`src/design/mbcc_pkg.sv`:
```
package mbcc_pkg;

    // Counter width and output field width
    localparam int COUNT_BITS = 32;
    localparam int CNT_W      = COUNT_BITS;
    localparam int OUT_W      = 32;
    localparam int EXT_W      = (CNT_W > OUT_W) ? CNT_W : OUT_W;
    localparam int CFG_W      = 16;

    typedef logic [CNT_W-1:0] t_cnt;

    localparam t_cnt              CNT_MAX       = '1;
    localparam logic [OUT_W-1:0]  OUT_MAX       = '1;
    localparam logic [CFG_W-1:0]  MAX_LINE_INIT = 16'd988;

    // Byte codes
    localparam logic [7:0] ASCII_NUL   = 8'h00;
    localparam logic [7:0] ASCII_TAB   = 8'h09;
    localparam logic [7:0] ASCII_LF    = 8'h0A;
    localparam logic [7:0] ASCII_CR    = 8'h0D;
    localparam logic [7:0] ASCII_SPACE = 8'h20;
    localparam logic [7:0] ASCII_TILDE = 8'h7E;
    localparam logic [7:0] ASCII_DEL   = 8'h7F;
    localparam logic [7:0] ASCII_F     = 8'h46;
    localparam logic [7:0] ASCII_R_LC  = 8'h72;
    localparam logic [7:0] ASCII_O_LC  = 8'h6F;
    localparam logic [7:0] ASCII_M_LC  = 8'h6D;

    // Match positions for "From "
    localparam logic [2:0] FROM_IDLE = 3'd0;
    localparam logic [2:0] FROM_LEN  = 3'd5;

    typedef enum logic [2:0] {
        CLS_BINARY     = 3'd0,
        CLS_8BIT_DATA  = 3'd1,
        CLS_8BIT_TEXT  = 3'd2,
        CLS_7BIT_DATA  = 3'd3,
        CLS_7BIT_TEXT  = 3'd4
    } t_body_class;

    // Per-message summary handed from the statistics stage to the classifier
    typedef struct packed {
        logic valid;
        logic nul_seen;
        logic space;
        logic from_seen;
        t_cnt min_line;
        t_cnt max_line;
        t_cnt byte_cnt;
        t_cnt ctl_cnt;
        t_cnt prt_cnt;
        t_cnt high_cnt;
        t_cnt cr_cnt;
        t_cnt lf_cnt;
        t_cnt crlf_cnt;
    } t_snap;

    function automatic t_cnt sat_inc(t_cnt v);
        return (v == CNT_MAX) ? v : v + t_cnt'(1);
    endfunction

    function automatic logic [OUT_W-1:0] sat_out(t_cnt v);
        logic [EXT_W-1:0] ext;
        ext = EXT_W'(v);
        if (ext > EXT_W'(OUT_MAX)) begin
            return OUT_MAX;
        end
        return ext[OUT_W-1:0];
    endfunction

    function automatic logic is_ws(logic [7:0] c);
        return (c == ASCII_TAB) || (c == ASCII_SPACE);
    endfunction

    // Expected byte at each position of "From "
    function automatic logic [7:0] from_char(logic [2:0] pos);
        logic [7:0] ch;
        case (pos)
            3'd0:    ch = ASCII_F;
            3'd1:    ch = ASCII_R_LC;
            3'd2:    ch = ASCII_O_LC;
            3'd3:    ch = ASCII_M_LC;
            3'd4:    ch = ASCII_SPACE;
            default: ch = ASCII_NUL;
        endcase
        return ch;
    endfunction

endpackage

```
`src/design/mbcc_ifs.sv`:
```
interface mbcc_in_if;
    logic       valid;
    logic       ready;
    logic [7:0] data_byte;
    logic       last_byte;

    modport source (output valid, output data_byte, output last_byte, input ready);
    modport sink   (input valid, input data_byte, input last_byte, output ready);
endinterface


```
`src/design/mbcc_stats.sv`:
```
module mbcc_stats import mbcc_pkg::*; (
    input  logic        i_clk,
    input  logic        i_rst_n,
    mbcc_in_if.sink     i_in,
    output t_snap       o_snap,
    input  logic        i_snap_ready
);

    // Input register
    logic       r_in_valid;
    logic [7:0] r_in_byte;
    logic       r_in_last;

    // Per-message state
    logic       r_nul_seen;
    t_cnt       r_ctl, r_cr, r_lf, r_crlf, r_prt, r_high, r_byte;
    t_cnt       r_line, r_min, r_max;
    logic [7:0] r_prev, r_bprev;
    logic [2:0] r_from_pos;
    logic       r_space, r_from_flag;

    logic       n_nul_seen;
    t_cnt       n_ctl, n_cr, n_lf, n_crlf, n_prt, n_high, n_byte;
    t_cnt       n_line, n_min, n_max;
    logic [2:0] n_from_pos;
    logic       n_space, n_from_flag;

    t_cnt       line_inc, len_adj, fin_min, fin_max;
    logic       fin_space;
    logic       is_lf;

    t_snap      r_snap;
    logic       snap_free;
    logic       consume;
    logic       snap_load;

    // Handshake: non-final bytes always retire; the final one needs a free snapshot slot
    assign snap_free  = !r_snap.valid || i_snap_ready;
    assign consume    = r_in_valid && (!r_in_last || snap_free);
    assign snap_load  = consume && r_in_last;
    assign i_in.ready = !r_in_valid || consume;
    assign o_snap     = r_snap;

    // Capture the incoming item
    always_ff @(posedge i_clk) begin
        if (!i_rst_n) begin
            r_in_valid <= 1'b0;
        end else if (i_in.ready) begin
            r_in_valid <= i_in.valid;
        end
        if (i_in.ready && i_in.valid) begin
            r_in_byte <= i_in.data_byte;
            r_in_last <= i_in.last_byte;
        end
    end

    // Update counts, line lengths and flags for one byte
    always_comb begin
        is_lf       = (r_in_byte == ASCII_LF);
        line_inc    = sat_inc(r_line);
        n_byte      = sat_inc(r_byte);
        n_nul_seen  = r_nul_seen;
        n_ctl       = r_ctl;
        n_cr        = r_cr;
        n_lf        = r_lf;
        n_crlf      = r_crlf;
        n_prt       = r_prt;
        n_high      = r_high;
        n_min       = r_min;
        n_max       = r_max;
        n_space     = r_space;
        n_from_flag = r_from_flag;
        len_adj     = r_line;

        // Match "From " at the start of a line
        if (r_from_pos != FROM_IDLE && r_from_pos < FROM_LEN
            && r_in_byte == from_char(r_from_pos)) begin
            if (r_from_pos == FROM_LEN - 3'd1) begin
                n_from_flag = 1'b1;
                n_from_pos  = FROM_IDLE;
            end else begin
                n_from_pos = r_from_pos + 3'd1;
            end
        end else if (r_in_byte == ASCII_F && r_prev == ASCII_LF) begin
            n_from_pos = 3'd1;
        end else begin
            n_from_pos = FROM_IDLE;
        end

        if (is_lf) begin
            n_lf = sat_inc(r_lf);
            if (r_prev == ASCII_CR) begin
                n_crlf = sat_inc(r_crlf);
                if (r_line != '0) begin
                    len_adj = r_line - t_cnt'(1);
                end
            end
            n_min = (len_adj < r_min) ? len_adj : r_min;
            n_max = (len_adj > r_max) ? len_adj : r_max;
            if (is_ws(r_prev) || (r_prev == ASCII_CR && is_ws(r_bprev))) begin
                n_space = 1'b1;
            end
            n_line = '0;
        end else begin
            n_line = line_inc;
            if (r_in_byte == ASCII_NUL) begin
                n_nul_seen = 1'b1;
            end else if (r_in_byte == ASCII_CR) begin
                n_cr = sat_inc(r_cr);
            end else if (r_in_byte == ASCII_TAB
                         || (r_in_byte >= ASCII_SPACE && r_in_byte <= ASCII_TILDE)) begin
                n_prt = sat_inc(r_prt);
            end else if (r_in_byte == ASCII_DEL || r_in_byte < ASCII_SPACE) begin
                n_ctl = sat_inc(r_ctl);
            end else begin
                n_high = sat_inc(r_high);
            end
        end

        // Fold in the final line: after an LF it is empty
        if (is_lf) begin
            fin_min = '0;
            fin_max = n_max;
        end else begin
            fin_min = (line_inc < r_min) ? line_inc : r_min;
            fin_max = (line_inc > r_max) ? line_inc : r_max;
        end
        fin_space = n_space || is_ws(r_in_byte);
    end

    // Advance state; clear it after the final byte
    always_ff @(posedge i_clk) begin
        if (!i_rst_n || snap_load) begin
            r_nul_seen  <= 1'b0;
            r_ctl       <= '0;
            r_cr        <= '0;
            r_lf        <= '0;
            r_crlf      <= '0;
            r_prt       <= '0;
            r_high      <= '0;
            r_byte      <= '0;
            r_line      <= '0;
            r_min       <= CNT_MAX;
            r_max       <= '0;
            r_prev      <= ASCII_LF;
            r_bprev     <= ASCII_NUL;
            r_from_pos  <= FROM_IDLE;
            r_space     <= 1'b0;
            r_from_flag <= 1'b0;
        end else if (consume) begin
            r_nul_seen  <= n_nul_seen;
            r_ctl       <= n_ctl;
            r_cr        <= n_cr;
            r_lf        <= n_lf;
            r_crlf      <= n_crlf;
            r_prt       <= n_prt;
            r_high      <= n_high;
            r_byte      <= n_byte;
            r_line      <= n_line;
            r_min       <= n_min;
            r_max       <= n_max;
            r_prev      <= r_in_byte;
            r_bprev     <= r_prev;
            r_from_pos  <= n_from_pos;
            r_space     <= n_space;
            r_from_flag <= n_from_flag;
        end
    end

    // Hold the message summary until the classifier takes it
    always_ff @(posedge i_clk) begin
        if (!i_rst_n) begin
            r_snap.valid <= 1'b0;
        end else if (snap_load) begin
            r_snap.valid <= 1'b1;
        end else if (i_snap_ready) begin
            r_snap.valid <= 1'b0;
        end
        if (snap_load) begin
            r_snap.nul_seen  <= n_nul_seen;
            r_snap.space     <= fin_space;
            r_snap.from_seen <= n_from_flag;
            r_snap.min_line  <= fin_min;
            r_snap.max_line  <= fin_max;
            r_snap.byte_cnt  <= n_byte;
            r_snap.ctl_cnt   <= n_ctl;
            r_snap.prt_cnt   <= n_prt;
            r_snap.high_cnt  <= n_high;
            r_snap.cr_cnt    <= n_cr;
            r_snap.lf_cnt    <= n_lf;
            r_snap.crlf_cnt  <= n_crlf;
        end
    end

    a_from_pos_range: assert property (@(posedge i_clk) disable iff (!i_rst_n)
        r_from_pos < FROM_LEN)
        else $error("from matcher position out of range");

    a_clear_after_last: assert property (@(posedge i_clk) disable iff (!i_rst_n)
        snap_load |=> (r_byte == '0 && r_line == '0 && r_prev == ASCII_LF))
        else $error("message state not cleared after final byte");

    a_snap_held: assert property (@(posedge i_clk) disable iff (!i_rst_n)
        (r_snap.valid && !i_snap_ready) |=> (r_snap.valid && $stable(r_snap.byte_cnt)))
        else $error("pending summary lost or changed");

endmodule

```
`src/flat_wrapper.sv`:
```
// flat-port wrapper written by rule: the top's interface ports become plain ports
module mbcc_stats_flat import mbcc_pkg::*;
  (i_clk, i_rst_n, o_snap, i_snap_ready, i_in_valid, i_in_data_byte, i_in_last_byte, i_in_ready);
  mbcc_in_if i_in_i ();
  input  logic i_clk;
  input  logic i_rst_n;
  output t_snap o_snap;
  input  logic i_snap_ready;
  input wire logic [$bits(i_in_i.valid)-1:0] i_in_valid;
  input wire logic [$bits(i_in_i.data_byte)-1:0] i_in_data_byte;
  input wire logic [$bits(i_in_i.last_byte)-1:0] i_in_last_byte;
  output wire logic [$bits(i_in_i.ready)-1:0] i_in_ready;
  assign i_in_i.valid = i_in_valid;
  assign i_in_i.data_byte = i_in_data_byte;
  assign i_in_i.last_byte = i_in_last_byte;
  assign i_in_ready = i_in_i.ready;
  mbcc_stats u_core (.i_clk(i_clk), .i_rst_n(i_rst_n), .i_in(i_in_i), .o_snap(o_snap), .i_snap_ready(i_snap_ready));
endmodule
```
`config.mk`:
```
export PLATFORM = sky130hd
export DESIGN_NAME = mbcc_stats_flat
export DESIGN_NICKNAME = d
export VERILOG_FILES = /design/src/design/mbcc_pkg.sv /design/src/design/mbcc_ifs.sv /design/src/design/mbcc_stats.sv /design/src/flat_wrapper.sv
export SDC_FILE = /design/constraint.sdc
export NUM_CORES = 2
export LEC_CHECK = 0
export ABC_CLOCK_PERIOD_IN_PS = 24300
export BUFFER_PORTS_ARGS = -buffer_cell sky130_fd_sc_hd__buf_2
export CAP_MARGIN = 15
export CORE_MARGIN = 2
export CORE_UTILIZATION = 59
export CTS_BUF_LIST = sky130_fd_sc_hd__clkbuf_4 sky130_fd_sc_hd__clkbuf_8 sky130_fd_sc_hd__clkbuf_16
export DETAILED_ROUTE_END_ITERATION = 10
export GPL_ROUTABILITY_DRIVEN = 0
export PLACE_DENSITY_LB_ADDON = 0.3
export SYNTH_ARGS = -nofsm -noshare
export SYNTH_HDL_FRONTEND = slang
export SYNTH_SLANG_ARGS = --single-unit
```
`constraint.sdc`:
```
create_clock -name i_clk -period 24.3 [get_ports i_clk]
set_clock_uncertainty 0.15 [all_clocks]
set_input_delay 4.86 -clock i_clk [delete_from_list [all_inputs] [get_ports i_clk]]
set_output_delay 4.86 -clock i_clk [all_outputs]
set_load 0.03 [all_outputs]
```
; Word level (Yosys, flattened, before mapping)
; Cells that the tools add are included.
[word_totals]
in_bits = 13
out_inout_bits = 293
reg_bits = 644
word_cells = 153
[op_classes]
n_eq_ne = 25
reduce_logical = 29
magnitude_cmp = 8
muxes = 49
add_sub_neg = 10
[op_table]
columns = op, n
row1 = two-way mux 32 bit, 37
row2 = adder 32 x 1 -> 32 bit (second input constant), 8
row3 = equality test 32 bit (second input constant), 8
row4 = > comparator 32 bit, 2
row5 = less-than comparator 32 bit, 2
row6 = equality test 8 x 4 -> 1 bit (second input constant), 7
row7 = case mux 7 bit (5 select lines), 1
row8 = nonzero test 32 bit, 1
row9 = subtractor 32 x 1 -> 32 bit (second input constant), 1
row10 = equality test 8 x 6 -> 1 bit (second input constant), 3
row11 = equality test 8 x 7 -> 1 bit (second input constant), 2
row12 = logical OR 1 bit, 11
row13 = two-way mux 1 bit, 9
row14 = equality test 8 x 7 -> 1 bit, 1
row15 = >= comparator 8 x 6 -> 1 bit (second input constant), 1
row16 = less-or-equal comparator 8 x 7 -> 1 bit (second input constant), 1
row17 = logical AND 1 bit, 8
row18 = zero test 8 bit, 1
row19 = less-than comparator 8 x 6 -> 1 bit (second input constant), 1
row20 = equality test 3 x 2 -> 1 bit (second input constant), 2
row21 = two-way mux 3 bit, 2
row22 = zero test 1 bit, 4
row23 = adder 3 x 1 -> 3 bit (second input constant), 1
row24 = equality test 3 x 1 -> 1 bit (second input constant), 1
row25 = 6 further kinds, 6

; Logic depth before layout (Yosys ltp)
[depth]
depth_word = 8
mapped_depth = 21
depth_no_buf = 17

; Least setup slack after synthesis
; OpenSTA, ideal clock, no wires.
[synth_path]
path_kind = input-to-reg
start = input i_snap_ready
end = register u_core.r_snap (netlist bit u_core.o_snap[0]) (enable)
required_ps = 23508
arrival_time_ps = 10976
path_slack_ps = 12533
setup_time_ps = 642
path_buffers = 1
cell_stages = 5
cell_sequence = nand3b_1 -> and2_1 -> clkbuf_1 -> nand2_1 -> inv_1
[synth_between]
elab_chain_len = 4
[synth_rtl]
columns = item, line_no
row1 = from (decl), flat_wrapper.sv:8  ; input logic i_snap_ready;
row2 = logical OR 1 bit, mbcc_stats.sv:38  ; assign snap_free = !r_snap.valid || i_snap_ready;
row3 = logical OR 1 bit, mbcc_stats.sv:39  ; assign consume = r_in_valid && (!r_in_last || snap_free);
row4 = logical AND 1 bit, mbcc_stats.sv:39
row5 = logical AND 1 bit, mbcc_stats.sv:40  ; assign snap_load = consume && r_in_last;
row6 = net u_core.snap_load, mbcc_stats.sv:35  ; logic snap_load;
row7 = to (decl), mbcc_stats.sv:32  ; t_snap r_snap;
; The timed path passes the listed nets, and every way through them passes these cells.
; A chain may end at the register's enable or synchronous reset.

; Worst setup path in the final report
[layout_path]
start = input i_snap_ready
end = output i_in_ready
[layout_between]
elab_chain_len = 4
[layout_rtl]
columns = item, line_no
row1 = logical OR 1 bit, mbcc_stats.sv:38
row2 = logical OR 1 bit, mbcc_stats.sv:39
row3 = logical AND 1 bit, mbcc_stats.sv:39
row4 = logical OR 1 bit, mbcc_stats.sv:41  ; assign i_in.ready = !r_in_valid || consume;
row5 = to (decl), flat_wrapper.sv:12  ; output wire logic [$bits(i_in_i.ready)-1:0] i_in_ready;
; No other way between the ends.

==> metrics.md <==
| Metric | Value |
|---|---|
| Status | finished clean |
| Worst Path Required | 19.29 ns |
| Switching portion of total power | 0.2215 |
| Mean post-synth cell area | about 9.4 um^2 |
| Ys async rst share | 0 |
| PostCTS Resize Cnt | 0 |
| Post-Syn Instances | 3483 |
| Post-synth EDFFs | 300 |
| Ys Warns | 0 |
| FF+latch count, synth | 644 |
| Hold path cells | 2 |
| Post-synthesis cell type count | 74 |
| Largest family of logic cells by synthesized area | simple AND/OR/NAND/NOR gates |
| Slew headroom | 0.2602 |
| Post-Synth Adder-Cell Area | 0.05324 |
| First-pass GRT wire length | 126.7 mm |
| Starting Density | 0.5972 |
| Layout cell share with drive strength beyond 1 | 0.1394 |
| Overall power | 2.315 mW |
| Hold path start | u_core.r_bprev[4]$_SDFFE_PP0P_ |
| IO Port Bufs | 305 |
| Crit share post-route | 0.4283 |
| Crit Reg-Reg Startpoint | u_core.r_line[3]$_SDFFE_PP0P_ |
| 1st-pass router iterations | 5 |
| WHS Endpoint | u_core.r_bprev[4]$_SDFFE_PP0P_ |
| Mapped Nets | 3636 |
| Htree depth | 3 |
| Max FO, Critical Path | 3 |
| Main synth FF type | dfxtp_1 |
| Post-synthesis mux area share | 0.002015 |
| Filler cells | between 4000 and 5000 |
| Nets@finish | between 3000 and 4000 |
| Crit Path Class | in2out |
| Post-Syn Area | 32900 um^2 |
| Reg2Reg Depth | 14 |
| DRC violations left | 0 |
| Worst-Margin Slew | 1.082 ns |
| Hold-fix buffers, CTS | 0 |
| Die width | 240.2 um |
| Cell Rows | 86 |
| Max clock buf depth | 3 |
| Simple-gate portion of the synthesized area | 0.2171 |
| Vias | around 26000 |
| Wire length per cell | 17.85 um |
| DP Wirelength | approximately 55 mm |
| Total GRT Usage | 0.2737 |
| Reg2reg end | u_core.o_snap[224]$_DFFE_PP_ |
| Clk_lat worst skew | 0.61 ns |
| Placed Instance Area | 34840 um^2 |
| Core footprint | 55090 um^2 |
| Clock power share | 0.465 |
| Post-Synth XOR/XNOR Area | 0.1205 |
| Final TNS setup | 0 ns |
| VDD IR max | 0.05282 mV |
| Min cycle time layout | roughly 10 ns |
| Iter 0 DRT Violations | just under 2000 |
| Setup crit start kind | input port |
| Internal | around 1.8 mW |
| DR vias/cell | 5.816 |
| Final Non-Filler Cells | 4486 |
| DIE HEIGHT | 240.2 um |
| Static leakage | between 15 and 20 nW |
| Worst min path class | reg2reg |
| Synth Area in Compound Gates | 0.08837 |
| Placed instance count | 4359 |
| CP endpoint kind | primary output |
| Antenna diodes | 0 |
| CTS tree | built |
| Sequential share of power | 0.496 |
| Largest net degree at the start of global routing | 96 |
| Setup-failing EPs final | 0 |
| RSZ-0062 raised after global routing | false |
| Vias in the first global route | 24100 |
| Worst Path Arrival | 5.40 ns |
| Initial antenna violation count | 1 |
| Post-synthesis sequential area ratio | 0.4831 |
| Setup Fix Bufs, Post-CTS | 0 |
| Final Max Tran Viols | 0 |
| P per Cell Area | 62.22 nW/um^2 |
| Die Area | 57670 um^2 |
| Logic pwr share | 0.039 |
| Layout overhead on the synthesized area | 13.07% |
| Drt total wl | 80.09 mm |
| Post-route design area | approximately 37000 um^2 |
| Reg2Reg Setup Slack | about 17 ns |
| Overflow after GRT | 0 |
| Psw | approximately 0.5 mW |
| CTS Buf Count | 68 |
| Final Hold Fails | 0 |
| Ports | around 300 |
| Root buf cell | clkbuf_16 |
| Clk sinks | 644 |
| Post-route ant nets | 0 |
| Fmax | 96.09 MHz |
| Max Cap Violations | 0 |
| Clk slew on worst S/H paths | 0.06 ns |
-- flip-flops by register name, indices dropped and copies added (netlist names), 32 cells and up --
name,cells
u_core.o_snap,292
u_core.r_byte,32
u_core.r_cr,32
u_core.r_crlf,32
u_core.r_ctl,32
u_core.r_high,32
u_core.r_lf,32
u_core.r_line,32
u_core.r_max,32
u_core.r_min,32
u_core.r_prt,32
-- placed cells by master, fill, tap and decap left out, drive strengths merged, types with 5 or more instances in the layout --
cell type  count
a2111oi        5
a211o          5
a211oi        41
a21o          17
a21oi        138
a22oi         21
and2          28
and3          42
and4          32
buf          331
bufinv         6
clkbuf        88
clkinv        22
clkinvlp       8
dfxtp        344
edfxtp       300
ha           140
inv          107
mux2           5
nand2        320
nand2b        47
nand3        215
nand4         81
nand4b         6
nor2         423
nor2b         11
nor3         130
nor3b          5
nor4          38
o211ai         7
o21ai        145
o221a         31
o31ai         10
or2           13
or3           56
or4           15
xnor2        239
xor2         213
-- through the flow --
step / worst slack [ns] / util / hold slack [ns]
after CTS: 13.89 / 0.6749 / 0.3034
final: 13.89 / 0.6753 / 0.3017
after global routing: 13.84 / 0.6753 / 0.3242
after global placement: 13.89 / 0.6324 / 0.2902
after floorplan: 12.53 / - / 0.2808
after detailed placement: 13.88 / 0.6324 / 0.2954
-- critical path, stage by stage --
cell      delay [ns]
buf_2           0.10
nand4b_1        0.19
buf_2           0.24
-- power groups by stage --
| stage | sequential (mW) | clock (mW) | combinational [mW] |
|---|---|---|---|
| after floorplan | 1.19 | 0 | 0.0506 |
| after global placement | 1.17 | 0 | 0.0890 |
| after detailed placement | 1.17 | 0 | 0.0896 |
| after CTS | 1.15 | 1.09 | 0.0901 |
| after global routing | 1.15 | 1.14 | 0.0968 |
| final | 1.15 | 1.08 | 0.0903 |
-- metal layers --
metal | global-route usage | part of all wire | vias up
met5 | 0 | 0 | -
met4 | 0.1014 | 0.030 | 0
met3 | 0.04638 | 0.070 | 170
met2 | 0.4422 | 0.47 | 925
met1 | 0.3702 | 0.43 | 12340
li1 | - | - | 12650
-- cell families after synthesis --
| family | count (synthesis) |
|---|---|
| muxes | 6 |
| xor gates and xnor gates | 452 |
| DFF | 644 |
| AOI/OAI and AO/OA | 458 |
| and+or+nand+nor | 1476 |
| buffers and inverters | 307 |
| adders and majority gates | 140 |
-- synth_stat cells (all sizes together), types with 47 or more instances --
cell    instances  area share
clkbuf        176       0.020
a21oi         138       0.021
o21ai         145       0.022
nor3          130       0.020
nand4          81       0.015
inv           105       0.012
xnor2         239       0.064
nand2b         47      0.0089
edfxtp        300        0.27
xor2          213       0.057
or3            56       0.011
dfxtp         344        0.21
nand3         215       0.033
nand2         320       0.037
nor2          423       0.048
ha            140       0.053
-- final cells by class --
| cell class | instances | area [um^2] | share of cell area |
|---|---|---|---|
| flip-flops and latches | 644 | 15900 | 0.4273 |
| clock inverters | 38 | 387.9 | 0.01043 |
| inverters | 105 | 401.6 | 0.01080 |
| multi-input cells | 2532 | 15900 | 0.4273 |
| clock buffers | 88 | 1953 | 0.05250 |
| well taps | 748 | 935.9 | 0.02516 |
| repair buffers | 331 | 1734 | 0.04661 |
-- how the worst max path moves through the flow --
stage / startpoint / endpoint
global placement: i_snap_ready / i_in_ready
finish: i_snap_ready / i_in_ready
floorplan: i_snap_ready / u_core.o_snap[0]$_DFFE_PP_
detailed placement: i_snap_ready / i_in_ready
CTS: i_snap_ready / i_in_ready
global route: i_snap_ready / i_in_ready
No activity file was read; power rests on OpenSTA's default activity.
